==> config.mk <==
export PLATFORM = sky130hd
export DESIGN_NAME = jesc_ctrl
export DESIGN_NICKNAME = d
export VERILOG_FILES = /design/src/sv/jesc_pkg.sv /design/src/sv/jesc_ctrl.sv
export SDC_FILE = /design/constraint.sdc
export NUM_CORES = 1
export LEC_CHECK = 0
export BUFFER_PORTS_ARGS = -buffer_cell sky130_fd_sc_hd__buf_4
export CAP_MARGIN = 10
export CORE_AREA = 5 5 42 44
export DETAILED_ROUTE_END_ITERATION = 8
export DIE_AREA = 0 0 47 49
export GPL_TIMING_DRIVEN = 0
export PLACE_DENSITY = 0.5
export SETUP_SLACK_MARGIN = 0.5
export SYNTH_ARGS = -nofsm -noshare
export SYNTH_HDL_FRONTEND = slang
export SYNTH_SLANG_ARGS = --single-unit
==> constraint.sdc <==
create_clock -name clk -period 3.7 [get_ports clk]
set_clock_uncertainty 0.2 [all_clocks]
set_input_delay 0.185 -clock clk [delete_from_list [all_inputs] [get_ports clk]]
set_output_delay 0.185 -clock clk [all_outputs]
set_load 0.05 [all_outputs]
==> src/sv/jesc_pkg.sv <==
// Shared types, constants and helpers for the Julia escape-time pixel core.
// Used by the channel interfaces, the controller, the datapath and the top level.
package jesc_pkg;

  localparam int COORD_W = 10;
  localparam int ADDR_W  = 22;
  localparam int COUNT_W = 16;
  localparam int BLUE_W  = 8;
  localparam int SHADE_W = 7;
  localparam int FIX_W   = 32;
  localparam int STEP_W  = 31;
  localparam int PROD_W  = 2 * FIX_W;
  localparam int WIDE_W  = PROD_W + 2;
  localparam int CFG_IDX_W = 3;
  localparam int HUND_W  = 10;
  localparam int DIGIT_W = 4;

  localparam int DEC_BASE     = 10;
  localparam int COLOR_SCALE  = 10;
  localparam int ESCAPE_MAG   = 4;
  localparam int BYTES_PER_PX = 4;

  // Register indexes of the configuration port.
  localparam logic [CFG_IDX_W-1:0] REG_ORIGIN_REAL = 3'd0;
  localparam logic [CFG_IDX_W-1:0] REG_ORIGIN_IMAG = 3'd1;
  localparam logic [CFG_IDX_W-1:0] REG_PIXEL_STEP  = 3'd2;
  localparam logic [CFG_IDX_W-1:0] REG_CONST_REAL  = 3'd3;
  localparam logic [CFG_IDX_W-1:0] REG_CONST_IMAG  = 3'd4;
  localparam logic [CFG_IDX_W-1:0] REG_ITER_LIMIT  = 3'd5;

  localparam logic signed [FIX_W-1:0] RST_ORIGIN_REAL = -32'sd536870912;
  localparam logic signed [FIX_W-1:0] RST_ORIGIN_IMAG = -32'sd536870912;
  localparam logic [STEP_W-1:0]       RST_PIXEL_STEP  = 31'd1048576;
  localparam logic signed [FIX_W-1:0] RST_CONST_REAL  = -32'sd195125733;
  localparam logic signed [FIX_W-1:0] RST_CONST_IMAG  = 32'sd50707458;
  localparam logic [COUNT_W-1:0]      RST_ITER_LIMIT  = 16'd256;

  // Commands from the controller to the datapath.
  typedef struct packed {
    logic capture;   // latch column and row of an accepted request
    logic setup;     // form step * index products
    logic load;      // form the saturated start point, clear the count
    logic mul;       // register the three squares/products of z
    logic iterate;   // take one z = z^2 + c step
    logic finish;    // load the result register
  } jesc_cmd_t;

  function automatic logic signed [FIX_W-1:0] sat32(input logic signed [WIDE_W-1:0] v);
    logic signed [WIDE_W-1:0] hi;
    logic signed [WIDE_W-1:0] lo;
    hi = {{(WIDE_W-FIX_W+1){1'b0}}, {(FIX_W-1){1'b1}}};
    lo = {{(WIDE_W-FIX_W+1){1'b1}}, {(FIX_W-1){1'b0}}};
    if (v > hi) begin
      return {1'b0, {(FIX_W-1){1'b1}}};
    end else if (v < lo) begin
      return {1'b1, {(FIX_W-1){1'b0}}};
    end
    return v[FIX_W-1:0];
  endfunction

endpackage

==> src/sv/jesc_ctrl.sv <==
// Sequencer of the Julia escape-time pixel core: handshakes and datapath commands.
// Depends on jesc_pkg for the command struct.
module jesc_ctrl (
  input  logic                clk,
  input  logic                rst,
  input  logic                pixel_valid,
  output logic                pixel_ready,
  output logic                result_valid,
  input  logic                result_ready,
  input  logic                stop,
  output jesc_pkg::jesc_cmd_t cmd
);

  typedef enum logic [2:0] {
    IDLE,
    SETUP,
    LOAD,
    MUL,
    CHECK,
    FINISH
  } state_t;

  state_t state;
  state_t state_next;
  logic   out_free;

  assign out_free    = !result_valid || result_ready;
  assign pixel_ready = (state == IDLE);

  always_comb begin
    cmd         = '0;
    cmd.capture = (state == IDLE) && pixel_valid;
    cmd.setup   = (state == SETUP);
    cmd.load    = (state == LOAD);
    cmd.mul     = (state == MUL);
    cmd.iterate = (state == CHECK) && !stop;
    cmd.finish  = (state == FINISH) && out_free;
  end

  always_comb begin
    state_next = state;
    unique case (state)
      IDLE:   if (pixel_valid) state_next = SETUP;
      SETUP:  state_next = LOAD;
      LOAD:   state_next = MUL;
      MUL:    state_next = CHECK;
      CHECK:  state_next = stop ? FINISH : MUL;
      FINISH: if (out_free) state_next = IDLE;
      default: state_next = IDLE;
    endcase
  end

  always_ff @(posedge clk) begin
    if (rst) begin
      state        <= IDLE;
      result_valid <= 1'b0;
    end else begin
      state <= state_next;
      // A new result may replace one that is taken in the same cycle.
      if (cmd.finish) begin
        result_valid <= 1'b1;
      end else if (result_ready) begin
        result_valid <= 1'b0;
      end
    end
  end

endmodule

==> impl_metrics.env, run 1 <==
export IMPL_post_cts_setup_buffers=0
export IMPL_p_leak_nw=0.167
export IMPL_synth_flop_cell="dfxtp_1"
export IMPL_yosysWarnings=0
export IMPL_pin_count=13
export IMPL_grt_overflow_total=0
export IMPL_antenna_found_initial=0
export IMPL_hold_viol=0
export IMPL_syn_area_um2=238
export IMPL_route_vias_total=238
export IMPL_critPathMaxFanout=8
export IMPL_synth_top_area_share=0.337
export IMPL_holdCritStartpoint="pixel_valid"
export IMPL_first_iter_violations=1
export IMPL_viasPerCell=3.97
export IMPL_grt_pass1_wl_um=903
export IMPL_diodes=0
export IMPL_cts_hold_buffers_added=1
export IMPL_slowest_delay_ns=0.44
export IMPL_numCtsBuffers=3
export IMPL_core_area_um2=1400
export IMPL_arrival_ns=1.34
export IMPL_peakVddDrop_mv=0.110
export IMPL_drv_cap=0
export IMPL_gp_congestion=0.648
export IMPL_clockBufferDepth=2
export IMPL_path_class="reg2out"
export IMPL_cp_slowest_cell="dfxtp_1"
export IMPL_final_core_util=0.271
export IMPL_nNetsFinal=51
export IMPL_cts_max_level=1
export IMPL_wl_per_cell_um=9.37
export IMPL_hpwl_um=453
export IMPL_die_w_um=47
export IMPL_fmax_mhz=579
export IMPL_portBuffers=12
export IMPL_syn_nets=33
export IMPL_grt_util_all_layers=0.0570
export IMPL_period_share=0.467
export IMPL_cts_sinks=4
export IMPL_ys_top_cells_by_area="dfxtp_1 (34%), a21oi_1 (8.4%), nor3b_4 (7.9%)"
export IMPL_grt_start_max_net_pins=10
export IMPL_ant_nets=0
export IMPL_layout_drive_gt1_share=0.432
export IMPL_synth_avg_cell_area_um2=8.49
export IMPL_ys_ff_latch=4
export IMPL_powerDensity_nw_per_um2=396
export IMPL_initial_utilization=0.170
export IMPL_clk_latency_ns=0.23
export IMPL_drt_pass1_iter_count=2
export IMPL_ctsResizeCount=0
export IMPL_startpoint="state[2]"
export IMPL_clockRootBuffer="clkbuf_4"
export IMPL_worstHoldPathType="in2reg"
export IMPL_cp_required_ns=3.31
export IMPL_path_clk_slew_ns=0.04
export IMPL_outcome="finished clean"
export IMPL_seq_area_frac_synth=0.337
export IMPL_routed_wl_um=562
export IMPL_end_kind="output port"
export IMPL_fp_dieH_um=49
export IMPL_rows=14
export IMPL_tritoncts="yes"
export IMPL_rsz0062_at_grt="no"
export IMPL_worst_slew_pin_slew_ns=0.286
export IMPL_relSlewSlack=0.809
export IMPL_final_max_slew_viol_count=0
export IMPL_async_reset_ff_frac=0
export IMPL_fillers=172
export IMPL_min_period_ns=1.73
export IMPL_ys_types=17
export IMPL_area_delta_synth_final_pct=60.0
export IMPL_drc=0
export IMPL_synth_edff_count=0
export IMPL_cp_cell_sequence="nor2b_4, nor3b_4, buf_4"
export IMPL_netlist_instances=28
export IMPL_setup_viol=0
export IMPL_startpoint_type="flip-flop"
export IMPL_reg2reg_slack_ns=2.38
export IMPL_synthTopCellsByCount="a21oi_1 (4), dfxtp_1 (4)"
export IMPL_dieArea_um2=2300
export IMPL_timing_rr_start="state[1]"
export IMPL_yosys_area_top_type="dfxtp_1"
export IMPL_setup_tns_final_ns=0
export IMPL_grt_pass1_vias=229
-- power by group --
group          internal [mW]  total (mW)  switching (mW)
sequential            0.0458      0.0490         0.00321
clock                 0.0362      0.0528          0.0166
combinational         0.0174      0.0488          0.0314
-- routing by layer --
layer | track usage | vias to the layer above | wire length (um)
met3 | 0.0258 | 0 | 57
li1 | - | 131 | -
met5 | 0 | - | 0
met1 | 0.0636 | 99 | 241
met4 | 0.0553 | 0 | 0
met2 | 0.0747 | 8 | 263
-- final timing paths --
check / cells past startpoint / to
worst max-delay path: 3 / cmd[1]
worst min-delay path: 3 / state[0]
worst max register to register: 3 / state[1]
worst min register to register: 2 / state[0]
-- area by class of cell --
class	count	area, um2	area share
timing repair buffer	13	100	0.263
buffer	1	7.51	0.0197
sequential	4	80.1	0.211
clock buffer	3	22.5	0.0592
inverter	2	7.51	0.0197
tap	16	20.0	0.0526
multi-input combinational	21	143	0.375
-- kinds of logic after synthesis --
kind of cell	after synthesis	share of synthesized area
AOI/OAI and AO/OA	7	0.190
buffers and inverters	3	0.0632
DFF	4	0.337
and+or+nand+nor	14	0.411
-- critical path: cells and delay by family (launching register included) --
family	cells	cell delay, ns
buffers and inverters	1	0.22
and+or+nand+nor	2	0.45
DFF	1	0.44
-- flip-flops by register name, indices dropped and copies added (netlist names) --
signal	flops
result_valid	1
state	3
-- per-stage QoR --
stage               hold WS, ns  area, um2  cells  worst slack (ns)  power (mW)
floorplan                0.0541        238     28              1.20      0.0826
global placement          0.180        348     56              2.19      0.0981
detailed placement        0.182        348     56              2.20      0.0984
CTS                      0.0256        380     60              1.95       0.155
global route             0.0379        380     60              1.88       0.160
finish                   0.0337        380     60              1.97       0.151
-- placed cells by master (no fill, tap or decap), drive strengths merged --
| cell type | count |
|---|---|
| dfxtp | 4 |
| nand3 | 1 |
| nor3b | 2 |
| o31a | 1 |
| nor3 | 2 |
| and2b | 1 |
| o31ai | 1 |
| and2 | 2 |
| nor2 | 2 |
| a32oi | 1 |
| dlygate4sd3 | 1 |
| inv | 2 |
| nor2b | 2 |
| buf | 13 |
| clkbuf | 3 |
| nand2 | 2 |
| a21oi | 4 |
Note: power is estimated with default switching activity, not from simulation.
==> inputs of run 2 (changes only) <==
- clock period: 3.7 -> 1.6 ns (I/O delays scaled with it)
==> run 2 against run 1 <==
- global-route usage grew 2.1 points
- non-clock buffer count grew 8
- the run now ends with negative hold slack left
- sequential power grew 130%
- register-to-register slack lost 2.1 ns
- via count grew 24%
- routed wire length grew 38%
- count of clock-buffer cells in the layout is the same
==> impl_metrics.env, run 2 (synthesis gave the netlist of run 1 again) <==
export IMPL_path_clk_slew_ns=0.04
export IMPL_routed_wl_um=778
export IMPL_slowest_delay_ns=0.30
export IMPL_startpoint_type="flip-flop"
export IMPL_grt_pass1_vias=298
export IMPL_path_class="reg2out"
export IMPL_largest_reg_flops=3
export IMPL_powerDensity_nw_per_um2=741
export IMPL_portBuffers=12
export IMPL_setup_tns_final_ns=0
export IMPL_grt_util_all_layers=0.0782
export IMPL_wl_per_cell_um=11.4
export IMPL_rows=14
export IMPL_fp_dieH_um=49
export IMPL_cp_required_ns=1.32
export IMPL_layout_drive_gt1_share=0.731
export IMPL_cts_hold_buffers_added=2
export IMPL_outcome="finished with violations"
export IMPL_die_w_um=47
export IMPL_fin_ws_ns=0.0991
export IMPL_period_share=0.938
export IMPL_clk_latency_ns=0.24
export IMPL_drc=0
export IMPL_final_max_slew_viol_count=0
export IMPL_rsz0062_at_grt="yes"
export IMPL_viasPerCell=4.32
export IMPL_grt_overflow_total=0
export IMPL_reg_largest_list="state: 3 flops, result_valid: 1 flops"
export IMPL_p_leak_nw=0.231
export IMPL_antenna_found_initial=0
export IMPL_hpwl_um=514
export IMPL_min_period_ns=1.50
export IMPL_hold_viol=3
export IMPL_worstHoldPathType="in2reg"
export IMPL_grt_start_max_net_pins=9
export IMPL_layout_commonest_cell="buf_4"
export IMPL_core_area_um2=1400
export IMPL_cts_sinks=4
export IMPL_first_iter_violations=4
export IMPL_gp_congestion=0.650
export IMPL_nNetsFinal=59
export IMPL_grt_pass1_wl_mm=1.24
export IMPL_clockBufferDepth=2
export IMPL_end_kind="output port"
export IMPL_whs_ns=-0.0629
export IMPL_layout_common_cells="buf_4 (12), buf_6 (6), a21oi_1 (3), clkbuf_4 (3), dfxtp_4 (3)"
export IMPL_peakVddDrop_mv=0.356
export IMPL_area_delta_synth_final_pct=131
export IMPL_clockRootBuffer="clkbuf_4"
export IMPL_relSlewSlack=0.855
export IMPL_cts_max_level=1
export IMPL_tritoncts="yes"
export IMPL_numCtsBuffers=3
export IMPL_initial_utilization=0.170
export IMPL_setup_viol=0
export IMPL_critPathMaxFanout=7
export IMPL_ant_nets=0
export IMPL_failed_checks="negative hold slack"
export IMPL_dieArea_um2=2300
export IMPL_final_core_util=0.391
export IMPL_pin_count=13
export IMPL_diodes=0
export IMPL_cp_cell_sequence="buf_6, and2b_2, and2_2, buf_8"
export IMPL_crit_buf_inv=2
export IMPL_drt_pass1_iter_count=4
export IMPL_route_vias_total=294
export IMPL_worst_slew_pin_slew_ns=0.218
export IMPL_fmax_mhz=666
export IMPL_crit_family="simple AND/OR/NAND/NOR gates"
export IMPL_regMostFlops="state"
export IMPL_cp_slowest_cell="dfxtp_1"
export IMPL_drv_cap=0
export IMPL_arrival_ns=1.22
export IMPL_pre_cts_slack_ns=0.257
run 2: layout make-up:
class	instances	area, um2
fillers	151	853
flip-flops and latches	4	91.3
multi-input cells	21	199
plain buffers	1	11.3
clock buffers	3	22.5
inverters	2	7.51
repair buffers	21	196
well taps	16	20.0
run 2: metrics by stage:
stage	instance area [um2]	power, mW	std cells
finish	548	0.406	68
global route	548	0.428	68
CTS	537	0.416	67
detailed placement	413	0.246	56
global placement	413	0.246	56
floorplan	303	0.209	28
run 2: worst reg2reg max path, delay by kind of cell, from the launching register on:
family / cells / cell delay (ns)
AOI/OAI and AO/OA: 1 / 0.22
buffers and inverters: 1 / 0.13
and+or+nand+nor: 2 / 0.30
DFF: 1 / 0.36
run 2: layer usage:
layer  GRT usage  vias up  wire, um
met3      0.0554        0        74
met1      0.0837      133       328
met2       0.104       14       375
li1            -      147         -
met4      0.0553        0         0
met5           0        -         0
run 2: what timing repair did:
item / in CTS / in global routing
endpoints found under the setup margin: 9 / 11
endpoints found under the hold margin: 4 / 3
resized for setup: 11 / 1
buffers inserted: 6 / 1
pin swaps: 2 / 1
run 2: worst paths after layout:
| check | slack [ns] | depth (start not counted) | endpoint | start |
|---|---|---|---|---|
| worst max-delay path | 0.1 | 4 | cmd[2] | state[0] |
| worst min-delay path | -0.06 | 4 | state[0] | result_ready |
| worst max register to register | 0.28 | 4 | state[1] | state[2] |
| worst min register to register | 0.37 | 2 | state[0] | state[0] |
run 2: power breakdown:
part	switching [mW]	internal, mW	leakage, nW	total [mW]
Sequential	0.0113	0.103	0.0350	0.115
Clock	0.0469	0.0843	0.0138	0.131
Combinational	0.0857	0.0744	0.182	0.160
